$ cat src/rtl/mva_pkg.sv
// shared types and constants for the modular vector alu
// no dependencies; imported by mva_modred, modular_vector_alu_top, mva_checker and tb

package mva_pkg;

  // field and operand widths
  localparam int DATA_W = 16;
  localparam int OPND_W = 2 * DATA_W;
  localparam int STEPS  = OPND_W;
  localparam int CNT_W  = $clog2(STEPS);

  // modulus register
  localparam logic [DATA_W-1:0] MOD_RESET   = DATA_W'(2);
  localparam logic              REG_MODULUS = 1'b0;

  // command codes
  typedef enum logic [3:0] {
    CMD_ADD    = 4'd0,
    CMD_SUB    = 4'd1,
    CMD_MULCW  = 4'd2,
    CMD_SCALE  = 4'd3,
    CMD_SUBMUL = 4'd4,
    CMD_INC    = 4'd5,
    CMD_ROTNZ  = 4'd6,
    CMD_NEG    = 4'd7,
    CMD_DOT    = 4'd8,
    CMD_EQUAL  = 4'd9,
    CMD_ISNONE = 4'd10
  } cmd_t;

  // request to the serial reducer
  typedef struct packed {
    logic              start;
    logic [OPND_W-1:0] operand;
    logic [DATA_W-1:0] divisor;
  } mred_req_t;

  // reply from the serial reducer
  typedef struct packed {
    logic              done;
    logic [DATA_W-1:0] residue;
  } mred_resp_t;

endpackage

$ cat src/rtl/mva_modred.sv
// bit-serial restoring reduction of a 32-bit operand by a 16-bit divisor
// depends on mva_pkg for widths and the request/reply structs

module mva_modred (
  input  logic               clk,
  input  logic               rst,
  input  mva_pkg::mred_req_t  req,
  output mva_pkg::mred_resp_t resp
);
  import mva_pkg::*;

  logic              busy;
  logic              done;
  logic [CNT_W-1:0]  cnt;
  logic [OPND_W-1:0] xs;
  logic [DATA_W-1:0] d;
  logic [DATA_W-1:0] r;
  logic [DATA_W:0]   t;
  logic [DATA_W-1:0] r_next;

  // one restoring step: shift in the next operand bit, subtract if it fits
  always_comb begin
    t      = {r, xs[OPND_W-1]};
    r_next = t[DATA_W-1:0];
    if (t >= {1'b0, d}) begin
      r_next = DATA_W'(t - {1'b0, d});
    end
  end

  // step counter and shift register
  always_ff @(posedge clk) begin
    if (rst) begin
      busy <= 1'b0;
      done <= 1'b0;
      cnt  <= '0;
    end else begin
      done <= 1'b0;
      if (req.start) begin
        xs   <= req.operand;
        d    <= req.divisor;
        r    <= '0;
        cnt  <= '0;
        busy <= 1'b1;
      end else if (busy) begin
        xs  <= xs << 1;
        r   <= r_next;
        cnt <= cnt + 1'b1;
        if (cnt == CNT_W'(STEPS - 1)) begin
          busy <= 1'b0;
          done <= 1'b1;
        end
      end
    end
  end

  assign resp.done    = done;
  assign resp.residue = r;

  // a new operand only arrives when the reducer is free
  a_start_idle: assert property (@(posedge clk) disable iff (rst)
    req.start |-> !busy) else $error("reducer started while busy");

  // a zero divisor would never reduce
  a_div_nonzero: assert property (@(posedge clk) disable iff (rst)
    req.start |-> req.divisor != '0) else $error("zero divisor");

  // the residue is always below the divisor
  a_residue_range: assert property (@(posedge clk) disable iff (rst)
    done |-> r < d) else $error("residue not reduced");

  // done follows the final step
  a_done_after_busy: assert property (@(posedge clk) disable iff (rst)
    done |-> $past(busy)) else $error("done without a run");

endmodule

$ cat src/rtl/modular_vector_alu_top.sv
// top level of the modular vector alu: input decode, sequencer, state, output register
// depends on mva_pkg and mva_modred

// usage
//   input stream s_*: tdata = cell_a, cell_b, scalar; tuser = cmd; tlast = last_in
//   output stream m_*: tdata = value; tuser = flag; tlast = last_out
//   apb port: one register, modulus at byte address 0; values below 2 act as 2
// timing
//   an item is taken only in the idle state; arithmetic items run the serial
//   reducer for 32 steps, one operand bit per cycle
//   single-pass commands: the residue is registered, then loaded into the
//   output register; the next item can be accepted in the cycle after the load
//   submul and dot need two reducer passes
//   equal, isnone on 0 or 1 and rotnz on 0 need no reducer pass; unused
//   codes are dropped
// reset and stall
//   rst (synchronous) clears the sequencer, the output valid and the dot
//   accumulator, sets the equal/isnone flags to 1, and sets modulus to 2
//   a stalled result stays in the output register; the next item is accepted
//   and worked on meanwhile, and its result waits until the register frees

module modular_vector_alu_top (
  input  logic        clk,
  input  logic        rst,
  // input item stream
  input  logic        s_tvalid,
  output logic        s_tready,
  input  logic [47:0] s_tdata,   // cell_a [15:0], cell_b [31:16], scalar [47:32]
  input  logic [3:0]  s_tuser,   // cmd [3:0]
  input  logic        s_tlast,
  // result item stream
  output logic        m_tvalid,
  input  logic        m_tready,
  output logic [15:0] m_tdata,   // value [15:0]
  output logic        m_tuser,   // flag [0]
  output logic        m_tlast,
  // configuration
  input  logic        psel,
  input  logic        penable,
  input  logic        pwrite,
  input  logic [2:0]  paddr,
  input  logic [31:0] pwdata,
  output logic [31:0] prdata,
  output logic        pready
);
  import mva_pkg::*;

  typedef enum logic [1:0] {
    S_IDLE,
    S_RUN,
    S_DONE
  } state_t;

  state_t            state;
  logic [DATA_W-1:0] modulus;
  logic [DATA_W-1:0] n_eff;
  logic [DATA_W-1:0] acc;
  logic              eq_so_far;
  logic              none_so_far;
  cmd_t              cmd_q;
  logic [DATA_W-1:0] a_q;
  logic              last_q;
  logic              pass_q;
  logic [DATA_W-1:0] res_value;
  logic              res_flag;
  mred_req_t         req;
  mred_resp_t        resp;

  cmd_t              s_cmd;
  logic [DATA_W-1:0] s_a;
  logic [DATA_W-1:0] s_b;
  logic [DATA_W-1:0] s_s;
  logic [DATA_W-1:0] mul_l;
  logic [DATA_W-1:0] mul_r;
  logic [OPND_W-1:0] prod;
  logic [OPND_W-1:0] x1;
  logic [DATA_W-1:0] d1;
  logic              eq_next;
  logic              none_imm;
  logic              none_run;
  logic              cfg_wr;

  // input fields
  assign s_cmd = cmd_t'(s_tuser);
  assign s_a   = s_tdata[15:0];
  assign s_b   = s_tdata[31:16];
  assign s_s   = s_tdata[47:32];

  // effective modulus, at least 2
  assign n_eff = (modulus < DATA_W'(2)) ? DATA_W'(2) : modulus;

  // single product for the multiplying commands
  assign mul_l = (s_cmd == CMD_SUBMUL) ? s_s : s_a;
  assign mul_r = (s_cmd == CMD_SCALE) ? s_s : s_b;
  assign prod  = OPND_W'(mul_l) * OPND_W'(mul_r);

  // first-pass operand and divisor; n shifted up is a multiple of n
  always_comb begin
    x1 = prod;
    d1 = n_eff;
    unique case (s_cmd) inside
      CMD_ADD:    x1 = OPND_W'(s_a) + OPND_W'(s_b);
      CMD_SUB:    x1 = {n_eff, {DATA_W{1'b0}}} + OPND_W'(s_a) - OPND_W'(s_b);
      CMD_INC:    x1 = OPND_W'(s_a) + OPND_W'(1);
      CMD_NEG:    x1 = {n_eff, {DATA_W{1'b0}}} - OPND_W'(s_a);
      CMD_ROTNZ: begin
        x1 = OPND_W'(s_a);
        d1 = n_eff - DATA_W'(1);
      end
      CMD_ISNONE: begin
        x1 = OPND_W'(n_eff);
        d1 = s_a;
      end
      default: x1 = prod;
    endcase
  end

  // running flags
  assign eq_next  = eq_so_far & (s_a == s_b);
  assign none_imm = none_so_far & (s_a != DATA_W'(1));
  assign none_run = none_so_far & (resp.residue == '0);

  // configuration port
  assign pready = 1'b1;
  assign cfg_wr = psel & penable & pwrite & pready;
  assign prdata = (paddr[2] == REG_MODULUS) ? {{(32-DATA_W){1'b0}}, modulus} : '0;
  assign s_tready = (state == S_IDLE);

  // sequencer, state and output register
  always_ff @(posedge clk) begin
    if (rst) begin
      state       <= S_IDLE;
      modulus     <= MOD_RESET;
      acc         <= '0;
      eq_so_far   <= 1'b1;
      none_so_far <= 1'b1;
      m_tvalid    <= 1'b0;
      req.start   <= 1'b0;
      pass_q      <= 1'b0;
    end else begin
      req.start <= 1'b0;
      if (m_tvalid && m_tready) begin
        m_tvalid <= 1'b0;
      end
      if (cfg_wr && paddr[2] == REG_MODULUS) begin
        modulus <= pwdata[DATA_W-1:0];
      end
      unique case (state)
        S_IDLE: begin
          if (s_tvalid) begin
            cmd_q       <= s_cmd;
            a_q         <= s_a;
            last_q      <= s_tlast;
            pass_q      <= 1'b0;
            req.operand <= x1;
            req.divisor <= d1;
            res_value   <= '0;
            res_flag    <= 1'b0;
            unique case (s_cmd) inside
              CMD_ADD, CMD_SUB, CMD_MULCW, CMD_SCALE, CMD_SUBMUL, CMD_INC, CMD_NEG,
              CMD_DOT: begin
                req.start <= 1'b1;
                state     <= S_RUN;
              end
              CMD_ROTNZ: begin
                if (s_a == '0) begin
                  state <= S_DONE;
                end else begin
                  req.start <= 1'b1;
                  state     <= S_RUN;
                end
              end
              CMD_EQUAL: begin
                if (s_tlast) begin
                  res_flag  <= eq_next;
                  eq_so_far <= 1'b1;
                  state     <= S_DONE;
                end else begin
                  eq_so_far <= eq_next;
                end
              end
              CMD_ISNONE: begin
                // zero passes, one fails, larger values test n mod a
                if (s_a <= DATA_W'(1)) begin
                  if (s_tlast) begin
                    res_flag    <= none_imm;
                    none_so_far <= 1'b1;
                    state       <= S_DONE;
                  end else begin
                    none_so_far <= none_imm;
                  end
                end else begin
                  req.start <= 1'b1;
                  state     <= S_RUN;
                end
              end
              default: state <= S_IDLE;
            endcase
          end
        end
        S_RUN: begin
          if (resp.done) begin
            res_value <= resp.residue;
            res_flag  <= 1'b0;
            unique case (cmd_q) inside
              CMD_SUBMUL: begin
                if (!pass_q) begin
                  req.start   <= 1'b1;
                  req.operand <= {n_eff, {DATA_W{1'b0}}} + OPND_W'(a_q)
                                 - OPND_W'(resp.residue);
                  pass_q      <= 1'b1;
                end else begin
                  state <= S_DONE;
                end
              end
              CMD_DOT: begin
                if (!pass_q) begin
                  req.start   <= 1'b1;
                  req.operand <= OPND_W'(acc) + OPND_W'(resp.residue);
                  pass_q      <= 1'b1;
                end else if (last_q) begin
                  acc   <= '0;
                  state <= S_DONE;
                end else begin
                  acc   <= resp.residue;
                  state <= S_IDLE;
                end
              end
              CMD_ISNONE: begin
                res_value <= '0;
                if (last_q) begin
                  res_flag    <= none_run;
                  none_so_far <= 1'b1;
                  state       <= S_DONE;
                end else begin
                  none_so_far <= none_run;
                  state       <= S_IDLE;
                end
              end
              CMD_ROTNZ: begin
                res_value <= resp.residue + DATA_W'(1);
                state     <= S_DONE;
              end
              default: state <= S_DONE;
            endcase
          end
        end
        S_DONE: begin
          if (!m_tvalid || m_tready) begin
            m_tvalid <= 1'b1;
            m_tdata  <= res_value;
            m_tuser  <= res_flag;
            m_tlast  <= last_q;
            state    <= S_IDLE;
          end
        end
        default: state <= S_IDLE;
      endcase
    end
  end

  mva_modred u_modred (
    .clk  (clk),
    .rst  (rst),
    .req  (req),
    .resp (resp)
  );

  // the reducer only finishes while the sequencer waits for it
  a_done_in_run: assert property (@(posedge clk) disable iff (rst)
    resp.done |-> state == S_RUN) else $error("reducer done outside run");

  // a delivered value is a residue of the current modulus
  a_value_range: assert property (@(posedge clk) disable iff (rst)
    m_tvalid |-> m_tdata < n_eff) else $error("result not reduced");

  // flag results carry a zero value
  a_flag_value: assert property (@(posedge clk) disable iff (rst)
    (m_tvalid && m_tuser) |-> m_tdata == '0) else $error("flag result with value");

  // no new item while the reducer runs
  a_no_accept_busy: assert property (@(posedge clk) disable iff (rst)
    req.start |=> !s_tready) else $error("item taken during a reduction");

endmodule

$ cat config.mk
export PLATFORM = sky130hd
export DESIGN_NAME = modular_vector_alu_top
export DESIGN_NICKNAME = d
export VERILOG_FILES = /design/src/rtl/mva_pkg.sv /design/src/rtl/mva_modred.sv /design/src/rtl/modular_vector_alu_top.sv
export SDC_FILE = /design/constraint.sdc
export NUM_CORES = 1
export LEC_CHECK = 0
export BUFFER_PORTS_ARGS = -buffer_cell sky130_fd_sc_hd__buf_2
export CORE_AREA = 2 2 210 212
export DETAILED_ROUTE_END_ITERATION = 10
export DIE_AREA = 0 0 212 214
export PLACE_DENSITY = 0.72
export SLEW_MARGIN = 40
export SYNTH_ARGS = -nofsm -noshare
export SYNTH_HDL_FRONTEND = slang
export SYNTH_HIERARCHICAL = 1
export SYNTH_SLANG_ARGS = --single-unit
$ cat constraint.sdc
create_clock -name clk -period 25.3 [get_ports clk]
set_clock_uncertainty 0.1 [all_clocks]
set_input_delay 5.06 -clock clk [delete_from_list [all_inputs] [get_ports clk]]
set_output_delay 5.06 -clock clk [all_outputs]
set_load 0.02 [all_outputs]
==> flow_summary_export.csv <==
group,metric,value,unit
clock_tree,clock_sinks,214,
critical_path,most_repeated_library_cell_on_the_critical_path,"sky130_fd_sc_hd__fa_1",
synthesis,synth_ff_type,"sky130_fd_sc_hd__edfxtp_1",
timing,relSlewSlack,41.4,%
global_route,globalRoute.totalOverflow,0,
global_route,grt_first_pass_wirelength,112,mm
power,comb_power_share,73.7,%
floorplanning,floorplan.die_area,0.0454,mm^2
synthesis,avgSynthCellArea,8.86,um^2
global_route,grt_max_degree,53,
synthesis,yosys-top-cells-area,"sky130_fd_sc_hd__edfxtp_1 21%, sky130_fd_sc_hd__fa_1 17%, sky130_fd_sc_hd__ha_1 10%, sky130_fd_sc_hd__inv_1 5.0%, sky130_fd_sc_hd__nand2_1 4.8%",
critical_path,worst_path_dominant_cell_family,"adder cells",
synthesis,yosys.area.top_type,"sky130_fd_sc_hd__edfxtp_1",
timing,fin_crit_sh,51.4,%
critical_path,cp-end-kind,"flop",
clock_tree,clk_pin_slew,0.06,ns
floorplanning,chipHeight,214,um
synthesis,synth.mux.area_fraction,3.65,%
routing,post_drt_wl_per_cell,21.6,um
flow_run,drv.max_cap_violation_count,0,
synthesis,postSynthCellCount,2659,
power,switching_power,1490,uW
routing,routed-via-count,20100,
critical_path,worst_setup_path_start_kind,"input pin",
synthesis,post_synth_xor_area_fraction,4.58,%
critical_path,crit_fanout,35,
critical_path,worst-setup-path-type,"input pin to flop",
power,p_leak,0.0111,uW
critical_path,crit_path_max_incr_delay,0.79,ns
power,power.ir.vdd_worst,128,uV
final_layout,most_common_library_cell_in_the_layout_ignoring_fill_and_taps,"sky130_fd_sc_hd__inv_1",
synthesis,synthesis.area,0.0235,mm^2
routing,detail_route.first_pass.iterations,6,
final_layout,layout.area.seq,0.00597,mm^2
synthesis,sequential_area_share_after_synthesis,25.3,%
global_route,number_of_antenna_violations_at_the_first_check_in_global_routing,0,
final_layout,layout.filler_cells,3776,
timing,post-route-min-period,13.00,ns
routing,ant_nets,0,
critical_path,critical_path.slowest_cell,"sky130_fd_sc_hd__mux2i_1",
power,pwr-share-clk,11.2,%
placement,hpwlAfterDp,57.2,mm
routing,routed_wl,71.7,mm
timing,rsz0062_at_grt,"false",
final_layout,post_route_cells_drive_above_1_share,10.4,%
power,design_power_total,2970,uW
timing,hold_viol_final,0,
worst_hold_path,worstHoldPathType,"flop to flop",
placement,placer_congestion_estimate,0.975,
synthesis,post_synthesis_share_of_cell_area_spent_on_and_or_nand_and_nor_gates,16.4,%
clock_tree,cts_repair_resize_count,0,
routing,drt-vias-per-instance,6.06,
final_layout,layout.cell_area.non_filler,0.0255,mm^2
routing,drt_iter0_drc,1642,
power,power_switching_share,50.3,%
clock_tree,cts.path.max_buffers,3,
power,power_per_cell_area,116,mW/mm^2
final_layout,finish.cell_count_without_fillers,3320,
global_route,number_of_global_route_vias_before_repair,20500,
synthesis,asyncSetResetFlopFracSynth,0,%
synthesis,ys_warns,6,
clock_tree,cts-buffers-inserted,22,
final_layout,area_growth_from_synthesis_to_final_layout,8.29,%
synthesis,synth_top_family_by_area,"adder cells",
placement,placement.cell_area,0.0247,mm^2
run_status,status,"finished, final reports clean",
synthesis,synth_compound_gate_area_share,15.5,%
synthesis,postSynthRegisterBits,214,
clock_tree,h-tree-depth,1,
timing,timing_worst_slew_pin_value,0.855,ns
synthesis,synth_top_area_share,21.4,%
timing,setup_viol_count_final,0,
placement,number_of_placed_cells_counting_well_taps,3280,
timing,slew_violations,0,
timing,timing.setup.tns,0,ns
final_layout,design.final.nets,3204,
routing,drt_drc_violations_left,0,
clock_tree,cts_hold_repair.buffers,0,
final_layout,multi_input_area,0.0160,mm^2
global_route,track_usage,31.6,%
floorplanning,io_pins,148,
clock_tree,tritoncts,"built",
power,intPower,1470,uW
synthesis,synthAdderAreaFrac,27.1,%
final_layout,num_antenna_cells,0,
floorplanning,core_region,0.0429,mm^2
timing,clock.fmax,76.9,MHz
floorplanning,die-width,212,um
synthesis,synth_cell_type_count,86,
final_layout,layout_common_cells,"311 x sky130_fd_sc_hd__inv_1, 302 x sky130_fd_sc_hd__nand2_1, 271 x sky130_fd_sc_hd__nor2_1",
clock_tree,clock_insertion_delay_worst_skew,0.53,ns
synthesis,synth_edf_count,168,
critical_path,required,25.42,ns
power,p_seq_share,15.1,%
floorplanning,start_util,54.9,%
floorplanning,placementRows,76,
clock_tree,cts_setup_buffers,0,
clock_tree,ctsRootBufferMaster,"sky130_fd_sc_hd__clkbuf_16",
critical_path,crit_arrival,13.12,ns
placement,numPortBuffers,112,
critical_path,critical_path_buf_inv_count,6,
kinds of logic after synthesis:
| kind of cell | Yosys count |
|---|---|
| buffers and inverters | 440 |
| AO/OA/AOI/OAI | 550 |
| AND/OR/NAND/NOR | 860 |
| XOR/XNOR | 123 |
| other | 2 |
| multiplexers | 80 |
| adder cells (fa/ha/maj) | 390 |
| flip-flops | 214 |
cells in the mapped netlist, types with 6 or more instances:
library cell	n
sky130_fd_sc_hd__nand2_1	303
sky130_fd_sc_hd__a2111oi_0	6
sky130_fd_sc_hd__o21bai_1	11
sky130_fd_sc_hd__dfxtp_1	46
sky130_fd_sc_hd__nor3_1	66
sky130_fd_sc_hd__o31ai_1	11
sky130_fd_sc_hd__a21o_1	45
sky130_fd_sc_hd__ha_1	191
sky130_fd_sc_hd__edfxtp_1	168
sky130_fd_sc_hd__o21ai_0	104
sky130_fd_sc_hd__nor4_1	14
sky130_fd_sc_hd__a22oi_1	15
sky130_fd_sc_hd__and2_1	11
sky130_fd_sc_hd__a211oi_1	20
sky130_fd_sc_hd__buf_1	6
sky130_fd_sc_hd__nand3_1	55
sky130_fd_sc_hd__a31oi_1	14
sky130_fd_sc_hd__fa_1	199
sky130_fd_sc_hd__o21a_1	31
sky130_fd_sc_hd__and3_1	19
sky130_fd_sc_hd__nor2_1	274
sky130_fd_sc_hd__o221ai_1	14
sky130_fd_sc_hd__o22ai_1	22
sky130_fd_sc_hd__o2111ai_1	6
sky130_fd_sc_hd__mux2i_1	34
sky130_fd_sc_hd__nand4_1	11
sky130_fd_sc_hd__o211ai_1	10
sky130_fd_sc_hd__or3_1	10
sky130_fd_sc_hd__or2_2	8
sky130_fd_sc_hd__inv_1	311
sky130_fd_sc_hd__buf_4	19
sky130_fd_sc_hd__nand2b_1	22
sky130_fd_sc_hd__o21ai_1	13
sky130_fd_sc_hd__xnor2_1	68
sky130_fd_sc_hd__nor2b_1	37
sky130_fd_sc_hd__clkbuf_1	97
sky130_fd_sc_hd__a21oi_1	145
sky130_fd_sc_hd__a221oi_1	15
sky130_fd_sc_hd__xor2_1	55
sky130_fd_sc_hd__mux2_2	46
sky130_fd_sc_hd__a221o_1	17
routing by layer:
metal / share of wire, % / wire, um / global-route usage, %
met1: 39 / 27900 / 39.2
met2: 48 / 34200 / 54.1
met3: 8.0 / 5710 / 4.27
met4: 5.5 / 3910 / 15.2
met5: 0 / 0 / 0
layout make-up:
| class | count | area share [%] |
|---|---|---|
| Clock buffer | 27 | 2.32 |
| Tap cell | 585 | 2.87 |
| Timing Repair Buffer | 149 | 3.43 |
| Clock inverter | 13 | 0.599 |
| Multi-Input combinational cell | 2020 | 62.8 |
| Inverter | 312 | 4.59 |
| Sequential cell | 214 | 23.4 |
flip-flops by register name (all words and copies together), names as in the netlist, 16 cells and up:
signal       cells
req             49
u_modred/xs     32
a_q             16
acc             16
m_tdata         16
modulus         16
res_value       16
u_modred/d      16
u_modred/r      16
through the flow:
step | utilization, % | setup WS, ns | hold slack (ns)
after floorplan | - | 12.59 | 0.300
after global placement | 57.4 | 11.82 | 0.303
after detailed placement | 57.7 | 11.89 | 0.306
after CTS | 59.4 | 12.40 | 0.320
after global routing | 59.5 | 11.99 | 0.323
final | 59.5 | 12.30 | 0.319
final timing paths:
kind                            slack [ns]                     start  depth (start not counted)                      end
worst max-delay path                 12.30                s_tuser[3]                         25        req[46]$_DFFE_PP_
worst min-delay path                  0.32          req[2]$_DFFE_PP_                          0  u_modred/d[2]$_DFFE_PP_
worst max register to register       20.65  modulus[10]$_SDFFE_PP0P_                         13        req[44]$_DFFE_PP_
worst min register to register        0.32          req[2]$_DFFE_PP_                          0  u_modred/d[2]$_DFFE_PP_
power by group through the flow:
stage	clock, uW	combinational, uW	sequential (uW)
CTS	338	2160	447
finish	332	2190	447
floorplan	0	1550	449
global route	351	2420	450
global placement	0	2090	453
detailed placement	0	2150	455
worst reg2reg max path, delay by kind of cell (launching register included):
kind | cells | cell delay (ns)
buffers and inverters | 1 | 0.16
adders and majority gates | 1 | 0.35
DFF | 1 | 0.49
AOI/OAI and AO/OA | 4 | 0.99
and+or+nand+nor | 7 | 2.29
Power figures use the tool's default switching activity.
